$ cat config.mk
export PLATFORM = sky130hd
export DESIGN_NAME = hsl_to_rgb_converter
export DESIGN_NICKNAME = d
export VERILOG_FILES = /design/src/rtl/hsl_pkg.sv /design/src/rtl/hsl_front.sv /design/src/rtl/hsl_pq.sv /design/src/rtl/hsl_chan.sv /design/src/rtl/hsl_to_rgb_converter.sv
export SDC_FILE = /design/constraint.sdc
export NUM_CORES = 2
export LEC_CHECK = 0
export CAP_MARGIN = 30
export CORE_AREA = 2 2 295 370
export CTS_BUF_LIST = sky130_fd_sc_hd__clkbuf_16
export DETAILED_ROUTE_END_ITERATION = 8
export DIE_AREA = 0 0 297 372
export DONT_BUFFER_PORTS = 1
export GPL_TIMING_DRIVEN = 0
export PLACE_DENSITY = 0.68
export REMOVE_ABC_BUFFERS = 1
export SETUP_SLACK_MARGIN = 0.15
export SKIP_CTS_REPAIR_TIMING = 1
export SYNTH_ARGS = -nofsm -noshare
export SYNTH_HDL_FRONTEND = slang
export SYNTH_SLANG_ARGS = --single-unit
$ cat constraint.sdc
create_clock -name aclk -period 10.2 [get_ports aclk]
set_clock_uncertainty 0.15 [all_clocks]
set_input_delay 1.02 -clock aclk [delete_from_list [all_inputs] [get_ports aclk]]
set_output_delay 1.02 -clock aclk [all_outputs]
set_load 0.01 [all_outputs]
$ cat src/rtl/hsl_pkg.sv
`timescale 1ns / 1ps
// ----------------------------------------------------------------------------
// hsl_pkg
// Shared widths, defaults and the hue ramp segment codes of the HSL to RGB
// converter.
// ----------------------------------------------------------------------------
package hsl_pkg;

    localparam int IN_W              = 16;
    localparam int OUT_W             = 8;
    localparam int FRACTION_BITS_DEF = 15;

    typedef enum logic [1:0] {
        ARM_RISE,
        ARM_HIGH,
        ARM_FALL,
        ARM_LOW
    } arm_t;

endpackage

$ cat src/rtl/hsl_front.sv
`timescale 1ns / 1ps
// ----------------------------------------------------------------------------
// hsl_front
// First stage: clamp saturation and lightness, form the lightness by
// saturation product and the wrapped hue positions of the three channels.
// ----------------------------------------------------------------------------
module hsl_front #(
    parameter int FB = 15
) (
    input  logic                       aclk,
    input  logic                       adv,
    input  logic [hsl_pkg::IN_W-1:0]   hue,
    input  logic [hsl_pkg::IN_W-1:0]   saturation,
    input  logic [hsl_pkg::IN_W-1:0]   lightness,
    output logic [FB:0]                l_q,
    output logic [FB:0]                s_q,
    output logic [2*FB+1:0]            prod_q,
    output logic [FB+2:0]              t_r_q,
    output logic [FB+2:0]              t_g_q,
    output logic [FB+2:0]              t_b_q
);
    import hsl_pkg::*;

    localparam int HW  = (FB < IN_W) ? FB : IN_W;
    localparam int VW  = FB + 1;
    localparam int CW  = (VW > IN_W) ? VW : IN_W;
    localparam int PW  = 2 * VW;
    localparam int TW  = FB + 3;
    localparam int TW1 = TW + 1;

    localparam logic [CW-1:0]  ONE_C  = CW'(1) << FB;
    localparam logic [TW1-1:0] TWO_T  = TW1'(2) << FB;
    localparam logic [TW1-1:0] FOUR_T = TW1'(4) << FB;
    localparam logic [TW1-1:0] SIX_T  = TW1'(6) << FB;

    logic [HW-1:0]  h;
    logic [CW-1:0]  s_ext;
    logic [CW-1:0]  l_ext;
    logic [VW-1:0]  s_c;
    logic [VW-1:0]  l_c;
    logic [TW1-1:0] h_ext;
    logic [TW1-1:0] t6;
    logic [TW1-1:0] t_r_w;
    logic [TW1-1:0] t_b_w;

    logic [VW-1:0]  l_reg;
    logic [VW-1:0]  s_reg;
    logic [PW-1:0]  prod_reg;
    logic [TW-1:0]  t_r_reg;
    logic [TW-1:0]  t_g_reg;
    logic [TW-1:0]  t_b_reg;

    always_comb begin
        h     = hue[HW-1:0];
        s_ext = CW'(saturation);
        l_ext = CW'(lightness);
        s_c   = (s_ext > ONE_C) ? ONE_C[VW-1:0] : s_ext[VW-1:0];
        l_c   = (l_ext > ONE_C) ? ONE_C[VW-1:0] : l_ext[VW-1:0];
        h_ext = TW1'(h);
        t6    = (h_ext << 2) + (h_ext << 1);
        t_r_w = t6 + TWO_T;
        if (t_r_w >= SIX_T) begin
            t_r_w = t_r_w - SIX_T;
        end
        t_b_w = t6 + FOUR_T;
        if (t_b_w >= SIX_T) begin
            t_b_w = t_b_w - SIX_T;
        end
    end

    always_ff @(posedge aclk) begin
        if (adv) begin
            l_reg    <= l_c;
            s_reg    <= s_c;
            prod_reg <= PW'(l_c) * PW'(s_c);
            t_r_reg  <= t_r_w[TW-1:0];
            t_g_reg  <= t6[TW-1:0];
            t_b_reg  <= t_b_w[TW-1:0];
        end
    end

    assign l_q    = l_reg;
    assign s_q    = s_reg;
    assign prod_q = prod_reg;
    assign t_r_q  = t_r_reg;
    assign t_g_q  = t_g_reg;
    assign t_b_q  = t_b_reg;

endmodule

$ cat src/rtl/hsl_pq.sv
`timescale 1ns / 1ps
// ----------------------------------------------------------------------------
// hsl_pq
// Second stage: form q, p and the ramp slope q - p from lightness,
// saturation and their product.
// ----------------------------------------------------------------------------
module hsl_pq #(
    parameter int FB = 15
) (
    input  logic            aclk,
    input  logic            aresetn,
    input  logic            adv,
    input  logic            vld,
    input  logic [FB:0]     l,
    input  logic [FB:0]     s,
    input  logic [2*FB+1:0] prod,
    output logic [FB:0]     p_q,
    output logic [FB:0]     q_q,
    output logic [FB:0]     d_q
);
    import hsl_pkg::*;

    localparam int VW  = FB + 1;
    localparam int VW1 = VW + 1;

    localparam logic [VW-1:0] ONE_C  = VW'(1) << FB;
    localparam logic [VW-1:0] HALF_C = VW'(1) << (FB - 1);

    logic [VW-1:0]  m;
    logic [VW1-1:0] q_w;
    logic [VW-1:0]  q_c;
    logic [VW-1:0]  p_c;

    logic [VW-1:0]  p_reg;
    logic [VW-1:0]  q_reg;
    logic [VW-1:0]  d_reg;

    always_comb begin
        m = prod[FB +: VW];
        if (l < HALF_C) begin
            q_w = VW1'(l) + VW1'(m);
        end else begin
            q_w = VW1'(l) + VW1'(s) - VW1'(m);
        end
        q_c = q_w[VW-1:0];
        p_c = VW'((VW1'(l) << 1) - VW1'(q_c));
    end

    always_ff @(posedge aclk) begin
        if (adv) begin
            p_reg <= p_c;
            q_reg <= q_c;
            d_reg <= q_c - p_c;
        end
    end

    assign p_q = p_reg;
    assign q_q = q_reg;
    assign d_q = d_reg;

    a_pq_order: assert property (@(posedge aclk) disable iff (!aresetn)
        vld |-> (p_reg <= q_reg) && (q_reg <= ONE_C))
        else $error("q/p out of order");

endmodule

$ cat src/rtl/hsl_chan.sv
`timescale 1ns / 1ps
// ----------------------------------------------------------------------------
// hsl_chan
// One color channel: select the hue ramp segment, multiply the slope by the
// ramp position, add the base level, then scale by 255 and clamp.
// ----------------------------------------------------------------------------
module hsl_chan #(
    parameter int FB = 15
) (
    input  logic                      aclk,
    input  logic                      adv,
    input  logic [FB+2:0]             t,
    input  logic [FB:0]               p,
    input  logic [FB:0]               q,
    input  logic [FB:0]               d,
    output logic [hsl_pkg::OUT_W-1:0] level_q
);
    import hsl_pkg::*;

    localparam int VW  = FB + 1;
    localparam int XW  = FB + 1;
    localparam int TW  = FB + 3;
    localparam int PW  = VW + XW;
    localparam int SW  = PW + 8;
    localparam int HIW = SW - 2 * FB;

    localparam logic [TW-1:0]    ONE_T   = TW'(1) << FB;
    localparam logic [TW-1:0]    THREE_T = TW'(3) << FB;
    localparam logic [TW-1:0]    FOUR_T  = TW'(4) << FB;
    localparam logic [HIW-1:0]   MAX_HI  = HIW'({OUT_W{1'b1}});

    arm_t            arm_c;
    logic [XW-1:0]   x_c;
    logic [PW-1:0]   val_c;
    logic [SW-1:0]   sc;
    logic [HIW-1:0]  hi;

    arm_t            arm2_reg;
    logic [XW-1:0]   x2_reg;
    arm_t            arm3_reg;
    logic [PW-1:0]   prod3_reg;
    logic [VW-1:0]   base3_reg;
    logic [PW-1:0]   val4_reg;
    logic [OUT_W-1:0] level5_reg;

    always_comb begin
        priority if (t < ONE_T) begin
            arm_c = ARM_RISE;
            x_c   = t[XW-1:0];
        end else if (t < THREE_T) begin
            arm_c = ARM_HIGH;
            x_c   = '0;
        end else if (t < FOUR_T) begin
            arm_c = ARM_FALL;
            x_c   = XW'(FOUR_T - t);
        end else begin
            arm_c = ARM_LOW;
            x_c   = '0;
        end
    end

    always_comb begin
        unique case (arm3_reg)
            ARM_RISE, ARM_FALL: val_c = (PW'(base3_reg) << FB) + prod3_reg;
            ARM_HIGH, ARM_LOW:  val_c = PW'(base3_reg) << FB;
            default:            val_c = PW'(base3_reg) << FB;
        endcase
    end

    always_comb begin
        sc = (SW'(val4_reg) << 8) - SW'(val4_reg);
        hi = sc[SW-1:2*FB];
    end

    always_ff @(posedge aclk) begin
        if (adv) begin
            arm2_reg   <= arm_c;
            x2_reg     <= x_c;
            arm3_reg   <= arm2_reg;
            prod3_reg  <= PW'(d) * PW'(x2_reg);
            base3_reg  <= (arm2_reg == ARM_HIGH) ? q : p;
            val4_reg   <= val_c;
            level5_reg <= (hi > MAX_HI) ? {OUT_W{1'b1}} : hi[OUT_W-1:0];
        end
    end

    assign level_q = level5_reg;

endmodule

$ cat src/rtl/hsl_to_rgb_converter.sv
`timescale 1ns / 1ps
// ----------------------------------------------------------------------------
// hsl_to_rgb_converter
// HSL to 8-bit RGB color conversion, five register stages.
// ----------------------------------------------------------------------------
// The converter takes one request per clock unless a result waits on a
// stalled output. Each result passes the five register stages and is held
// on the m_ ports until taken. Results come out in request order.
// The five stages are: clamp and lightness by saturation multiply, q/p forming
// and ramp segment select, one slope multiply per channel, base add, and the
// 255 scale with clamp. A stalled output holds the whole pipeline, so s_ready
// follows m_ready whenever a result is waiting. FRACTION_BITS sets the input
// fraction format; the input ports stay 16 bits wide.
// ----------------------------------------------------------------------------
module hsl_to_rgb_converter #(
    parameter int FRACTION_BITS = hsl_pkg::FRACTION_BITS_DEF
) (
    input  logic                      aclk,
    input  logic                      aresetn,
    input  logic                      s_valid,
    output logic                      s_ready,
    input  logic [hsl_pkg::IN_W-1:0]  s_hue,
    input  logic [hsl_pkg::IN_W-1:0]  s_saturation,
    input  logic [hsl_pkg::IN_W-1:0]  s_lightness,
    output logic                      m_valid,
    input  logic                      m_ready,
    output logic [hsl_pkg::OUT_W-1:0] m_red,
    output logic [hsl_pkg::OUT_W-1:0] m_green,
    output logic [hsl_pkg::OUT_W-1:0] m_blue
);
    import hsl_pkg::*;

    localparam int FB   = FRACTION_BITS;
    localparam int NSTG = 5;

    logic                adv;
    logic [NSTG-1:0]     vld_reg;
    logic [NSTG-1:0]     vld_next;

    logic [FB:0]         l1;
    logic [FB:0]         s1;
    logic [2*FB+1:0]     prod1;
    logic [FB+2:0]       t_r1;
    logic [FB+2:0]       t_g1;
    logic [FB+2:0]       t_b1;
    logic [FB:0]         p2;
    logic [FB:0]         q2;
    logic [FB:0]         d2;

    assign adv     = !vld_reg[NSTG-1] || m_ready;
    assign s_ready = adv;
    assign m_valid = vld_reg[NSTG-1];

    always_comb begin
        vld_next = vld_reg;
        if (adv) begin
            vld_next = {vld_reg[NSTG-2:0], s_valid};
        end
    end

    always_ff @(posedge aclk) begin
        if (!aresetn) begin
            vld_reg <= '0;
        end else begin
            vld_reg <= vld_next;
        end
    end

    hsl_front #(.FB(FB)) u_front (
        .aclk       (aclk),
        .adv        (adv),
        .hue        (s_hue),
        .saturation (s_saturation),
        .lightness  (s_lightness),
        .l_q        (l1),
        .s_q        (s1),
        .prod_q     (prod1),
        .t_r_q      (t_r1),
        .t_g_q      (t_g1),
        .t_b_q      (t_b1)
    );

    hsl_pq #(.FB(FB)) u_pq (
        .aclk    (aclk),
        .aresetn (aresetn),
        .adv     (adv),
        .vld     (vld_reg[1]),
        .l       (l1),
        .s       (s1),
        .prod    (prod1),
        .p_q     (p2),
        .q_q     (q2),
        .d_q     (d2)
    );

    hsl_chan #(.FB(FB)) u_chan_red (
        .aclk    (aclk),
        .adv     (adv),
        .t       (t_r1),
        .p       (p2),
        .q       (q2),
        .d       (d2),
        .level_q (m_red)
    );

    hsl_chan #(.FB(FB)) u_chan_green (
        .aclk    (aclk),
        .adv     (adv),
        .t       (t_g1),
        .p       (p2),
        .q       (q2),
        .d       (d2),
        .level_q (m_green)
    );

    hsl_chan #(.FB(FB)) u_chan_blue (
        .aclk    (aclk),
        .adv     (adv),
        .t       (t_b1),
        .p       (p2),
        .q       (q2),
        .d       (d2),
        .level_q (m_blue)
    );

    a_enter: assert property (@(posedge aclk) disable iff (!aresetn)
        s_valid && s_ready |=> vld_reg[0])
        else $error("accepted request missing from first stage");

    a_hold: assert property (@(posedge aclk) disable iff (!aresetn)
        !adv |=> $stable(vld_reg))
        else $error("pipeline moved during stall");

    a_drain: assert property (@(posedge aclk) disable iff (!aresetn)
        m_valid && m_ready && !vld_reg[NSTG-2] |=> !m_valid)
        else $error("result repeated after delivery");

endmodule
# Yosys cells after proc, flatten, opt, wreduce, memory -nomap -nowiden
# Cells that the tools add are included.
[classes]
n_mux = 26
order_cmp = 17
n_reduce_logical = 14
n_addsub = 19
n_eq_ne = 12
multipliers = 4
[ops]
columns = ["cell", "count"]
rows = [
  ["2-to-1 mux 16 bit", 15],
  ["case mux 32 bit (2 select lines)", 3],
  ["subtractor 40 x 32 -> 40 bit", 3],
  ["adder 31 x 32 -> 32 bit", 3],
  ["multiplier 16 x 16 -> 32 bit", 3],
  ["< comparator 18 x 16 -> 1 bit (second input constant)", 3],
  ["< comparator 18 x 17 -> 1 bit (second input constant)", 3],
  ["< comparator 18 bit (second input constant)", 3],
  ["subtractor 1 x 16 -> 16 bit (first input constant)", 3],
  ["subtractor 16 bit", 3],
  ["greater-or-equal comparator 19 x 18 -> 1 bit (second input constant)", 2],
  ["2-to-1 mux 18 bit", 2],
  ["subtractor 18 bit (second input constant)", 2],
  ["adder 16 bit", 2],
  ["greater-than comparator 16 bit (second input constant)", 2],
  ["multiplier 16 x 16 -> 31 bit", 1],
  ["greater-than comparator 10 x 8 -> 1 bit (second input constant)", 3],
  ["adder 18 x 17 -> 19 bit (second input constant)", 1],
  ["adder 18 x 18 -> 19 bit (second input constant)", 1],
  ["adder 17 x 16 -> 18 bit", 1],
  ["OR reduction 2 bit", 9],
  ["< comparator 16 x 15 -> 1 bit (second input constant)", 1],
  ["equality test 2 x 1 -> 1 bit (second input constant)", 6],
  ["equality test 2 bit (second input constant)", 6],
  ["other kinds (4)", 11],
]
[totals]
ff_bits = 494
out_inout_bits = 26
word_cells = 126
input_bits = 52

# Longest topological paths before layout
[depth]
depth_word = 5
ltp_mapped = 30
ltp_nobuf = 29

# By module
# Synthesis repeated with hierarchy kept, for this count alone.
[unflattened]
cells_unflattened = 6288
hier_area_um2 = 60155.2
[by_module_without_submodules]
columns = ["mod", "area_each_um2", "cells_each", "instances"]
rows = [
  ["hsl_chan (u_chan_blue)", 14382.5, 1502, 1],
  ["hsl_chan (u_chan_green)", 14111.0, 1459, 1],
  ["hsl_chan (u_chan_red)", 14101.0, 1461, 1],
  ["hsl_front", 12161.7, 1274, 1],
  ["hsl_pq", 5203.7, 574, 1],
  ["hsl_to_rgb_converter", 195.2, 18, 1],
]

# Worst setup path after synthesis
# Ideal clock, no wire load.
[synth_timing]
path_kind = "input port to output port"
from = "in m_ready"
to = "out s_ready"
slack_ps = -267
t_arrival_ps = 9297
n_path_buf = 0
stages = 2
required_time_ps = 9030
path_cell_list = "nor2b_1 > inv_1"
[synth_between]
elab_chain_len = 1
[synth_lines]
columns = ["element", "line", "rtl"]
rows = [
  ["start: declaration", "hsl_to_rgb_converter.sv:26", "input logic m_ready,"],
  ["logical OR 1 bit", "hsl_to_rgb_converter.sv:50", "assign adv = !vld_reg[NSTG-1] || m_ready;"],
  ["end: declaration", "hsl_to_rgb_converter.sv:21", "output logic s_ready,"],
]
# No other way between the ends.

# Final worst setup path
[layout_timing]
from = "in s_lightness[0] in the netlist's numbering"
to = "reg u_front.prod_reg[28], in the netlist u_front.prod_q[28] (data pin)"
[layout_between]
elab_chain_len = 3
[layout_lines]
columns = ["element", "line", "rtl"]
rows = [
  ["start: declaration", "hsl_to_rgb_converter.sv:24", "input logic [hsl_pkg::IN_W-1:0] s_lightness,"],
  ["greater-than comparator 16 bit", "hsl_front.sv:58", "l_c = (l_ext > ONE_C) ? ONE_C[VW-1:0] : l_ext[VW-1:0];"],
  ["2-to-1 mux 16 bit *", "hsl_front.sv:58", ""],
  ["multiplier 16 x 16 -> 31 bit *", "hsl_front.sv:75", "prod_reg <= PW'(l_c) * PW'(s_c);"],
  ["end signal: assignment", "hsl_front.sv:75", ""],
  ["end: declaration", "hsl_front.sv:48", "logic [PW-1:0] prod_reg;"],
]
# Mark *: on every way between the ends. The rest lies on a longest branch, timed or not.
# A chain may end at the register's enable or synchronous reset.

==> results.cfg <==
[yosys]
ys_types = 78
synth_compound_area_share_pct = 7.84
syn_area_mm2 = 0.0543
synthArstFlopShare_pct = 0
synth_cells = 5598
synth_ff_type = edfxtp_1
ys_warn_count = 0
yosys.area_share.adder_pct = 41.3
synth-edff-count = 419
muxShareOfSynthArea_pct = 1.17
ys_seq_area_share_pct = 23.4
synth_top_family_by_area = adder cells
avgSynthCellArea_um2 = 9.70
synth_xor_area_share_pct = 3.24
synthSimpleGateAreaFrac_pct = 14.3
synth_seq_cells = 424

[sta]
final-hold-violation-count = 0
drv_slew = 0
setup_violations = 0
fin_crit_sh_pct = 82.8
tns_ps = 0
period_minus_slack_ps = 8440
fmax_mhz = 118
slew_headroom_pct = 31.7
rsz0062_at_grt = no
worst_slew_pin_slew_ps = 1020

[grt]
grt_max_degree = 128
use_met1_pct = 28.6
met3_usage_pct = 2.56
grt_util_met2_pct = 42.3
grt_pass1_wl_um = 206000
antenna_found_initial = 3
globalRouteOverflowTotal = 0
busiest_layer = met2
grt_pass1_vias = 39900
grt_use_total_pct = 23.5

[route]
drt-initial-drc-count = 2269
first_pass_iters = 6
remaining_drc_errors = 0
routed_wl_um = 127000
drt-vias-per-instance = 5.46
wl_per_cell_um = 18.1
ant_nets = 0
num_vias = 38100

[hold_path]
hold_path.class = reg2reg

[final_layout]
fill_cells = 9573
final_area_mm2 = 0.0579
drive_gt1_share_pct = 3.66
final_nets = 6907
area_delta_synth_final_pct = 6.68
final_cells = 6984
utilization_pct = 53.9

[floorplanning]
dieArea_mm2 = 0.110
rows = 135
start_util_pct = 50.5
core_area_mm2 = 0.107
die_height_um = 372
ios = 78
dieWidth_um = 297

[setup_path]
path_max_fanout = 12
arrival_ps = 8680
crit_buf_inv = 4
crit_path_start_kind = input port
cpPeakStageDelay_ps = 560
cp_common_cell = fa_1
required_ps = 10440
path_class = in2reg
worst_setup_path_end_kind = flip-flop
cp_top_family = compound AO/OA/AOI/OAI gates
cp_slowest_cell = fa_1

[place]
gp_congestion = 0.899
post-place-cells = 6901
hpwl_um = 102000
io_buffers = 0
placed_area_mm2 = 0.0564

[flow_run]
drv_cap = 0

[clock_network]
htree_levels = 2
numCtsBuffers = 45
clkTransAtPathRegs_ps = 60
cts_max_path_buffers = 3
cts_tree = yes
clk_latency_ps = 640
cts_sinks = 424
root_buffer = clkbuf_16

[status]
outcome = finished, final reports clean
-- routing by layer --
layer / routed length, um / vias to the layer above / share of wire (%)
met5: 0 / - / 0
li1: - / 17700 / -
met1: 50000 / 19100 / 40
met4: 6120 / 0 / 4.8
met2: 64500 / 1023 / 51
met3: 5850 / 298 / 4.6
-- worst reg2reg max path: cells and delay by family, from the launching register on --
kind	cells	cell delay, ps
compound gates	6	1900
xor+xnor	1	580
fa+ha+maj	7	3290
buf+inv	6	530
flops	1	1010
simple gates	2	190
-- worst paths after layout --
check | from | end | slack [ps] | cells after the start
setup / recovery | s_lightness[0] | u_front.prod_q[28]$_DFFE_PP_ | 1760 | 25
hold / removal | u_pq.q_q[0]$_DFFE_PP_ | u_chan_red.base3_reg[0]$_DFFE_PP_ | 270 | 0
setup reg to reg | u_pq.d_q[8]$_DFFE_PP_ | u_chan_green.prod3_reg[26]$_DFFE_PP_ | 2250 | 22
hold reg to reg | u_pq.q_q[0]$_DFFE_PP_ | u_chan_red.base3_reg[0]$_DFFE_PP_ | 270 | 0
-- kinds of logic (layout without fill, tap and decap cells) --
family                     count (synthesis)  in the layout
and+or+nand+nor                         1651           1651
adders and majority gates               1345           1345
buffers and inverters                   1270           1191
AOI/OAI and AO/OA                        650            650
DFF                                      424            424
xor gates and xnor gates                 199            199
muxes                                     57             57
other                                      2             29
-- stage by stage --
stage	worst slack (ps)	hold slack (ps)
after floorplan	-267	250
after global placement	-3340	259
after detailed placement	1180	257
after CTS	1830	272
after global routing	1330	293
final	1760	272
-- cells in the mapped netlist (9+ instances only) --
cell type / n / area share [%]
inv_1: 1056 / 7.3
nand2_1: 749 / 5.2
fa_1: 742 / 27
ha_1: 603 / 14
edfxtp_1: 419 / 23
nor2_1: 274 / 1.9
and2_1: 261 / 3.0
clkbuf_1: 191 / 1.3
o21ai_0: 146 / 1.3
a21oi_1: 145 / 1.3
xnor2_1: 142 / 2.3
a21o_1: 75 / 1.0
nor3_1: 69 / 0.64
nor2b_1: 68 / 0.78
o31ai_1: 57 / 0.79
xor2_1: 56 / 0.90
mux2_2: 52 / 1.1
nand3_1: 47 / 0.43
nand2b_1: 39 / 0.45
o21a_1: 36 / 0.50
and3_1: 31 / 0.36
o21bai_1: 27 / 0.37
a21boi_0: 21 / 0.29
o211ai_1: 21 / 0.29
a211oi_1: 20 / 0.28
a31oi_1: 19 / 0.22
nor4_1: 19 / 0.22
nand4_1: 17 / 0.20
or2_2: 14 / 0.16
or3_1: 13 / 0.15
nor4b_1: 11 / 0.18
nand3b_1: 10 / 0.14
or4_1: 10 / 0.14
a211o_1: 9 / 0.15
o2111ai_1: 9 / 0.15
-- cell type report --
class / instances / area [um2] / share of cell area (%)
clock inverters: 37 / 327 / 0.564
repair buffers: 42 / 1040 / 1.80
inverters: 1067 / 4010 / 6.93
diodes: 1 / 2.50 / 0.00432
multi-input cells: 3930 / 36900 / 63.7
clock buffers: 45 / 1130 / 1.94
flip-flops and latches: 424 / 12700 / 21.9
well taps: 1438 / 1800 / 3.11
-- cells in the final DEF (no fill, tap or decap), types with 9 or more instances in the layout --
cell type	n
a21boi_0	21
clkinv_1	16
nor3_1	69
o31ai_1	57
o211ai_1	21
xnor2_1	142
xor2_1	56
nor2_1	274
a211oi_1	20
nand3b_1	10
nor4b_1	11
nor2b_1	66
or2_2	14
and2_1	261
mux2_2	52
o2111ai_1	9
nand4_1	17
nand3_1	47
nand2_1	749
o21ai_0	146
ha_1	603
a21o_1	75
fa_1	742
conb_1	28
a21oi_1	145
or4_1	10
and3_1	31
o21bai_1	27
edfxtp_1	419
buf_16	36
or3_1	13
nand2b_1	39
o21a_1	36
clkbuf_16	45
a211o_1	9
nor4_1	19
a31oi_1	19
inv_1	1063
Power is left out: the tool's default activity adds up to more than one toggle a clock period on the data nets, which glitch-free logic cannot reach.
